File: config.mk
export PLATFORM = sky130hd
export DESIGN_NAME = mpfb_ctrl
export DESIGN_NICKNAME = d
export VERILOG_FILES = /design/src/hdl/mpfb_pkg.sv /design/src/hdl/mpfb_ctrl.sv
export VERILOG_INCLUDE_DIRS = /design/src /design/src/hdl
export SDC_FILE = /design/constraint.sdc
export NUM_CORES = 1
export LEC_CHECK = 0
export ABC_AREA = 1
export BUFFER_PORTS_ARGS = -buffer_cell sky130_fd_sc_hd__buf_2
export CAP_MARGIN = 15
export CORE_AREA = 4 4 41 43
export CTS_CLUSTER_SIZE = 10
export DETAILED_ROUTE_END_ITERATION = 10
export DIE_AREA = 0 0 45 47
export PLACE_DENSITY = 0.49
export SLEW_MARGIN = 20
export SYNTH_ARGS = -nofsm -noshare
export SYNTH_HDL_FRONTEND = slang
export SYNTH_SLANG_ARGS = --single-unit
File: constraint.sdc
create_clock -name clk -period 1.1 [get_ports clk]
set_input_delay 0.055 -clock clk [delete_from_list [all_inputs] [get_ports clk]]
set_output_delay 0.055 -clock clk [all_outputs]
set_load 0.01 [all_outputs]
File: src/hdl/monochrome_page_framebuffer_unit_defines.svh
// Assertion macros for the page-mode frame store.
// Taken in by the controller and the datapath; expects clk and arst_n in scope.
`ifndef MONOCHROME_PAGE_FRAMEBUFFER_UNIT_DEFINES_SVH
`define MONOCHROME_PAGE_FRAMEBUFFER_UNIT_DEFINES_SVH
`ifndef SYNTHESIS
`define MPF_ASSERT(lbl, prop, msg) \
	lbl: assert property (@(posedge clk) disable iff (!arst_n) (prop)) else $error(msg);
`define MPF_ASSERT_NEXT(lbl, ante, cons, msg) \
	lbl: assert property (@(posedge clk) disable iff (!arst_n) (ante) |=> (cons)) else $error(msg);
`else
`define MPF_ASSERT(lbl, prop, msg)
`define MPF_ASSERT_NEXT(lbl, ante, cons, msg)
`endif
`endif

File: src/hdl/mpfb_pkg.sv
// Shared types, codes and byte functions for the page-mode frame store.
// No dependencies; imported by the controller, datapath and top level.
`timescale 1ns / 1ps
package mpfb_pkg;

	localparam int PANEL_WIDTH_DEF  = 128;
	localparam int PANEL_HEIGHT_DEF = 64;

	localparam logic [6:0] COL_OFFSET_RESET = 7'd2;
	localparam logic [7:0] PAGE_CMD_BASE    = 8'hB0;
	localparam logic [7:0] COL_HIGH_CMD     = 8'h10;
	localparam logic [7:0] BYTE_ONES        = 8'hFF;
	localparam logic [7:0] BYTE_ZEROS       = 8'h00;

	localparam logic [1:0] PEN_ERASE  = 2'd0;
	localparam logic [1:0] PEN_SET    = 2'd1;
	localparam logic [1:0] PEN_INVERT = 2'd2;

	typedef enum logic [1:0] {
		CMD_DRAW = 2'd0,
		CMD_FILL = 2'd1,
		CMD_SEND = 2'd2,
		CMD_NOP  = 2'd3
	} cmd_t;

	typedef enum logic [1:0] {
		ST_IDLE,
		ST_DRAW,
		ST_FILL,
		ST_SEND
	} state_t;

	typedef struct packed {
		logic take_draw;
		logic take_fill;
		logic take_send;
		logic draw_wr;
		logic sweep_run;
		logic send_load;
	} ctl_t;

	typedef struct packed {
		logic sweep_done;
		logic out_free;
	} sts_t;

	function automatic logic [7:0] fill_byte(input logic [1:0] pen, input logic [7:0] d);
		logic [7:0] r;
		case (pen)
			PEN_SET:   r = BYTE_ONES;
			PEN_ERASE: r = BYTE_ZEROS;
			default:   r = ~d;
		endcase
		return r;
	endfunction

	function automatic logic [7:0] draw_byte(input logic [1:0] pen, input logic [7:0] d,
			input logic [2:0] bit_idx);
		logic [7:0] mask;
		logic [7:0] r;
		mask = 8'd1 << bit_idx;
		case (pen)
			PEN_SET:    r = d | mask;
			PEN_INVERT: r = d ^ mask;
			default:    r = d & ~mask;
		endcase
		return r;
	endfunction

endpackage

File: src/hdl/mpfb_ctrl.sv
// Command sequencer for the page-mode frame store.
// Depends on mpfb_pkg; drives the datapath through ctl_t and reads sts_t.
`timescale 1ns / 1ps
`include "monochrome_page_framebuffer_unit_defines.svh"
module mpfb_ctrl import mpfb_pkg::*; (
	input  logic       clk,
	input  logic       arst_n,
	input  logic       s_tvalid,
	output logic       s_tready,
	input  logic [1:0] command,
	input  sts_t       sts,
	output ctl_t       ctl
);

	state_t state_q, state_d;
	cmd_t   cmd;
	logic   take;
	logic [2:0] take_vec;

	always_ff @(posedge clk or negedge arst_n) begin
		if (!arst_n) begin
			state_q <= ST_FILL;
		end else begin
			state_q <= state_d;
		end
	end

	always_comb begin
		cmd      = cmd_t'(command);
		s_tready = (state_q == ST_IDLE) && ((cmd != CMD_SEND) || sts.out_free);
		take     = s_tvalid && s_tready;
		ctl      = '0;
		state_d  = state_q;
		unique case (state_q)
			ST_IDLE: begin
				if (take) begin
					unique case (cmd)
						CMD_DRAW: begin
							ctl.take_draw = 1'b1;
							state_d = ST_DRAW;
						end
						CMD_FILL: begin
							ctl.take_fill = 1'b1;
							state_d = ST_FILL;
						end
						CMD_SEND: begin
							ctl.take_send = 1'b1;
							state_d = ST_SEND;
						end
						CMD_NOP: begin
							state_d = ST_IDLE;
						end
						default: begin
							state_d = ST_IDLE;
						end
					endcase
				end
			end
			ST_DRAW: begin
				ctl.draw_wr = 1'b1;
				state_d = ST_IDLE;
			end
			ST_FILL: begin
				ctl.sweep_run = 1'b1;
				if (sts.sweep_done) begin
					state_d = ST_IDLE;
				end
			end
			ST_SEND: begin
				ctl.send_load = 1'b1;
				state_d = ST_IDLE;
			end
			default: begin
				state_d = ST_IDLE;
			end
		endcase
	end

	assign take_vec = {ctl.take_draw, ctl.take_fill, ctl.take_send};

	`MPF_ASSERT(a_one_take, $onehot0(take_vec), "more than one command taken")
	`MPF_ASSERT_NEXT(a_draw_next, ctl.take_draw, state_q == ST_DRAW, "draw not followed by write")
	`MPF_ASSERT_NEXT(a_send_once, state_q == ST_SEND, state_q == ST_IDLE, "send state held")

endmodule

# == After elaboration in Yosys (flattened, before gate mapping) ==
# Cells that the tools add are included.
# totals
regBits,2
output_inout_bits,7
elab_cells,29
# op_classes
eq_ne,9
mux,12
n_reduce_logical,7
# op_table
op,n
equality test 2 bit (second input constant),4
one-hot mux 2 bit (4 select lines),1
2-to-1 mux 1 bit,6
2-to-1 mux 3 bit,2
!= test 2 bit (second input constant),3
one-hot mux 2 bit (3 select lines),1
equality test 2 x 1 -> 1 bit (second input constant),2
zero test 2 bit,2
2-to-1 mux 2 bit,2
logical AND 1 bit,2
AND reduction 2 bit,1
OR reduction 2 bit,1
logical OR 1 bit,1

# == Logic depth before layout (Yosys ltp) ==
# Gate-level depths: netlist of the first run.
# depth
word_depth,6
depth_mapped,5
mapped_depth_nobuf,5

# == Worst setup path before layout of the first run ==
# Ideal clock, no wire load.
# synth_path
path_kind,register to register
startpoint,register state_q[1]
endpoint,register state_q[1]
setup_ps,61
t_arrival_ps,898
required_ps,1039
slack_ps,142
path_stages_with_launch,5
period_less_slack_ps,958
path_cell_list,dfstp_2 -> inv_1 -> nor2_1 -> nand2_1 -> nand2_1
# synth_between
elab_chain_cells,5
word_cells_on_any_way,11
classes_between,eq/ne: 5; mux: 1; reduce/logical: 5
# synth_rtl
element,line,text
"start, declared",mpfb_ctrl.sv:15,"state_t state_q, state_d;"
"start signal, assigned",mpfb_ctrl.sv:24,state_q <= state_d;
zero test 2 bit,"mpfb_ctrl.sv:30, mpfb_ctrl.sv:34",
logical AND 1 bit,mpfb_ctrl.sv:30,s_tready = (state_q == ST_IDLE) && ((cmd != CMD_SEND) || sts.out_free);
logical AND 1 bit,mpfb_ctrl.sv:31,take = s_tvalid && s_tready;
!= test 2 bit (no source line),-,
AND reduction 2 bit (no source line),-,
# Parallel ways exist; a longest one is shown, timed or not.
# A chain may end at the register's enable or synchronous reset.

==> results.sh, run 1 <==
export IMPL_violations="negative setup slack"
export IMPL_area_growth_pct=88.1
export IMPL_clk_pin_slew_ps=30
export IMPL_fillers=157
export IMPL_yosysUniqueCellTypes=10
export IMPL_status="finished, violations left"
export IMPL_die_w_um=45
export IMPL_tightest_slew_ps=130
export IMPL_finalClockSkew_ps=5.57
export IMPL_largest_reg_flops=2
export IMPL_final_core_util_pct=28.9
export IMPL_path_class="flip-flop to output port"
export IMPL_mostFrequentLayoutCells="10 x buf_2, 9 x inv_1, 4 x nor2_1, 4 x buf_6"
export IMPL_yosys_warnings=0
export IMPL_clockBufferDepth=2
export IMPL_row_count=13
export IMPL_p_total_w=0.000443
export IMPL_synth_yosys_seq_area_share_pct=25.6
export IMPL_fin_area_um2=377
export IMPL_drt_iter0_drc=2
export IMPL_fin_crit_ps=1150
export IMPL_synth_nets=40
export IMPL_final_common_cell="buf_2"
export IMPL_ioPinCount=14
export IMPL_antenna_found_initial=0
export IMPL_grt_pass1_vias=206
export IMPL_period_share_pct=105
export IMPL_hold_class="input port to flip-flop"
export IMPL_num_vias=224
export IMPL_wl_per_cell_um=7.60
export IMPL_antenna_cells=0
export IMPL_dieArea_um2=2120
export IMPL_start_util_pct=15.4
export IMPL_synthCells=30
export IMPL_synth_avg_cell_area_um2=6.67
export IMPL_cts_max_level=1
export IMPL_fmaxAchievable_mhz=869
export IMPL_clock_sinks=2
export IMPL_relSlewSlack_pct=91.3
export IMPL_slew_viol_final=0
export IMPL_postRouteAntennaNets=0
export IMPL_powerDensity_nw_per_um2=1180
export IMPL_cap_violations=0
export IMPL_top_regs="state_q: 2 flops"
export IMPL_ir_drop_mv=0.323
export IMPL_place_gp_congestion=0.704
export IMPL_worst_setup_path_end_kind="output port"
export IMPL_tns_ps=-206
export IMPL_die_h_um=47
export IMPL_cts_made_buffers=3
export IMPL_viasPerCell=3.45
export IMPL_clock_latency_ps=230
export IMPL_cp_start_kind="flip-flop"
export IMPL_fp_coreArea_um2=1300
export IMPL_hpwlAfterDp_um=381
export IMPL_wirelength_um=494
export IMPL_rsz0062_at_grt="yes"
export IMPL_crit_required_ps=1040
export IMPL_drc=0
export IMPL_grt_pass1_wl_um=717
export IMPL_hold_ws_ps=57.9
export IMPL_nets=61
export IMPL_power_leakage_nw=0.225
export IMPL_port_buffers=13
export IMPL_root_buffer="clkbuf_4"
export IMPL_grt_max_degree=5
export IMPL_register_area_um2=51.3
export IMPL_drt_pass1_iter_count=2
export IMPL_yosys_register_bits=2
export IMPL_gr_usage_all_layers_pct=5.13
export IMPL_setup_viol=6
export IMPL_crit_fanout=4
export IMPL_arrival_ps=1100
export IMPL_fin_ws_ps=-50.7
export IMPL_cts_tree="yes"
export IMPL_top_register="state_q"
export IMPL_drive_gt1_share_pct=52.0
export IMPL_dpl_instance_area_um2=284
export IMPL_grt_overflow=0
export IMPL_syn_cell_area_um2=200
export IMPL_finalHoldViolCount=0
export IMPL_multiInputGateArea_um2=130
cell type report:
cell class	instances	area share, %
inverter	10	9.97
clock buffer	4	6.98
sequential	2	13.6
multi-input combinational	18	34.6
timing repair buffer	16	29.9
tap	15	4.98
Yosys cell counts (all sizes together):
library cell | instances | share of area (%)
nand4 | 2 | 6.2
nor2 | 7 | 14
ha | 3 | 19
nand3 | 1 | 5.0
dfstp | 1 | 13
nand2 | 4 | 7.5
inv | 10 | 19
and2 | 1 | 3.8
dfrtp | 1 | 12
critical path: stages, from the launching register on:
cell and delay, ps:
dfstp_2 560, nor2_4 60, nand3_2 80, nor2_1 40, buf_2 130
layer usage:
layer  routed length [um]  vias up  global-route usage [%]
met3                   40        0                    1.15
met5                    0        -                       0
met4                    0        0                    7.02
li1                     -      126                       -
met1                  189       90                    4.77
met2                  264        8                    8.19
through the flow:
step | setup slack, ps | cells
final | -50.7 | 65
after global routing | -121 | 65
after CTS | -54.7 | 65
after detailed placement | 120 | 58
after global placement | 122 | 58
after floorplan | 142 | 30
repair_timing:
item                                    CTS  global route
hold buffers                              1             0
endpoints found under the hold margin     2             0
gates resized for setup                   4             7
setup buffers                             2             0
endpoints found under the setup margin    5             7
pin swaps                                 3             3
worst paths after layout:
path,startpoint,end,slack [ps],depth (start not counted)
setup / recovery,state_q[1],ctl[5],-50,4
hold / removal,sts[1],state_q[1],60,4
setup reg to reg,state_q[1],state_q[1],210,4
hold reg to reg,state_q[0],state_q[1],580,3
max in group asynchronous,arst_n,state_q[1],760,2
min in group asynchronous,arst_n,state_q[0],150,2
where the power goes:
| part | internal (W) | switching (W) | total (W) | leakage (nW) |
|---|---|---|---|---|
| sequential | 0.0000876 | 0.0000118 | 0.0000993 | 0.0239 |
| combinational | 0.0000877 | 0.0000756 | 0.000163 | 0.186 |
| clock | 0.000135 | 0.0000452 | 0.000180 | 0.0150 |
logic make-up (layout without fill, tap and decap cells):
kind of cell	count (synthesis)	in the layout	share of synthesized area, %
fa+ha+maj	3	3	18.8
buf+inv	10	30	18.8
flops	2	2	25.6
simple gates	15	15	36.9
Note: power is estimated with default switching activity, not from simulation.
==> run 2, diff against run 1 <==
- SETUP_SLACK_MARGIN: not set -> 0.5
==> run 2 against run 1 <==
  * The run still ends with negative setup slack left
  * Via count increased by 8.0%
  * Flip-flop and latch count unchanged
  * Wire length increased by 2.2%
  * Hold slack improved by 1.3 ps
  * Clock skew increased by 2.4 ps
  * Clock-buffer cell count unchanged
  * Fmax decreased by 1.4%
  * Global-route usage increased by 1.0 points
  * Sequential share of layout area decreased by 0.61 points
  * First-iteration DRC count increased by 50%
  * Combinational power increased by 11%
  * Critical path type unchanged
  * Largest power group unchanged
==> results.sh, run 2 (synthesis results as in run 1) <==
export IMPL_status="finished, violations left"
export IMPL_violations="negative setup slack"
export IMPL_drive_gt1_share_pct=62.0
export IMPL_cts_made_buffers=3
export IMPL_cts_max_level=1
export IMPL_drt_iter0_drc=3
export IMPL_top_register="state_q"
export IMPL_start_util_pct=15.4
export IMPL_dpl_instance_area_um2=304
export IMPL_antenna_cells=0
export IMPL_grt_max_degree=5
export IMPL_num_vias=242
export IMPL_clockBufferDepth=2
export IMPL_row_count=13
export IMPL_final_common_cell="buf_2"
export IMPL_wl_per_cell_um=7.77
export IMPL_fin_ws_ps=-67.3
export IMPL_period_share_pct=106
export IMPL_hpwlAfterDp_um=395
export IMPL_area_growth_pct=96.9
export IMPL_relSlewSlack_pct=89.4
export IMPL_port_buffers=13
export IMPL_crit_required_ps=1040
export IMPL_path_class="flip-flop to output port"
export IMPL_viasPerCell=3.72
export IMPL_place_gp_congestion=0.650
export IMPL_fin_crit_ps=1170
export IMPL_drc=0
export IMPL_die_h_um=47
export IMPL_clock_latency_ps=230
export IMPL_cap_violations=0
export IMPL_dieArea_um2=2120
export IMPL_mostFrequentLayoutCells="10 x buf_2, 8 x inv_1, 4 x buf_6"
export IMPL_grt_pass1_wl_um=848
export IMPL_arrival_ps=1110
export IMPL_clk_pin_slew_ps=30
export IMPL_drt_pass1_iter_count=4
export IMPL_worst_setup_path_end_kind="output port"
export IMPL_wirelength_um=505
export IMPL_gr_usage_all_layers_pct=6.17
export IMPL_crit_start="state_q[1]"
export IMPL_slew_viol_final=0
export IMPL_finalHoldViolCount=0
export IMPL_ioPinCount=14
export IMPL_grt_overflow=0
export IMPL_p_total_w=0.000465
export IMPL_fin_area_um2=394
export IMPL_hold_start="sts[1]"
export IMPL_postRouteAntennaNets=0
export IMPL_nets=61
export IMPL_clock_sinks=2
export IMPL_hold_class="input port to flip-flop"
export IMPL_grt_pass1_vias=229
export IMPL_root_buffer="clkbuf_4"
export IMPL_powerDensity_nw_per_um2=1180
export IMPL_cts_tree="yes"
export IMPL_fmaxAchievable_mhz=857
export IMPL_top_regs="state_q: 2 flops"
export IMPL_ir_drop_mv=0.311
export IMPL_antenna_found_initial=0
export IMPL_tightest_slew_ps=159
export IMPL_largest_reg_flops=2
export IMPL_fillers=157
export IMPL_crit_fanout=4
export IMPL_rr_startpoint="state_q[1]"
export IMPL_setup_viol=7
export IMPL_die_w_um=45
export IMPL_finalClockSkew_ps=7.94
export IMPL_fp_coreArea_um2=1300
export IMPL_power_leakage_nw=0.226
export IMPL_cp_start_kind="flip-flop"
export IMPL_rsz0062_at_grt="yes"
## run 2: layout make-up
| type | count | area, um^2 | area share [%] |
|---|---|---|---|
| clock buffers | 4 | 26.3 | 6.67 |
| inverters | 10 | 37.5 | 9.52 |
| multi-input cells | 18 | 148 | 37.5 |
| flip-flops and latches | 2 | 51.3 | 13.0 |
| well taps | 15 | 18.8 | 4.76 |
| repair buffers | 16 | 113 | 28.6 |
## run 2: what timing repair did
action                                 4_1_cts  5_1_grt
resized for setup                            8        3
endpoints found under the hold margin        2        0
pin swaps                                    7        4
setup endpoints to repair                    9        9
buffers inserted                             1        0
hold buffers                                 1        0
## run 2: power breakdown
group	internal, W	switching (W)
sequential	0.0000876	0.0000125
clock	0.000135	0.0000489
combinational	0.0000964	0.0000845
## run 2: critical path, stage by stage, from the launching register on
cell	delay (ps)
dfstp_2	570
nor2_4	70
nand3_4	80
nor2_2	40
buf_2	130
## run 2: final timing paths
kind / cells past startpoint / slack (ps) / to
max: 4 / -70 / ctl[5]
max reg2reg: 4 / 210 / state_q[1]
min in group asynchronous: 2 / 140 / state_q[0]
max in group asynchronous: 2 / 760 / state_q[1]
min: 4 / 60 / state_q[1]
min reg2reg: 3 / 590 / state_q[1]
## run 2: stage by stage
stage | util [%] | hold slack [ps] | setup slack (ps) | TNS [ps] | std cells
floorplan | - | -241 | 227 | 0 | 30
global placement | 23.4 | -159 | 126 | 0 | 59
detailed placement | 23.4 | -159 | 119 | 0 | 59
CTS | 29.3 | 42.8 | -89.8 | -345 | 65
global route | 30.3 | 68.1 | -128 | -648 | 65
finish | 30.3 | 59.3 | -67.3 | -262 | 65
## run 2: per-layer routing
metal  vias up  part of all wire [%]  GRT usage, %  wire length [um]
li1        126                     -             -                 -
met3         0                    10          3.83                51
met2        10                    52          9.32               261
met5         -                     0             0                 0
met1       106                    38          5.24               192
met4         0                     0          7.02                 0
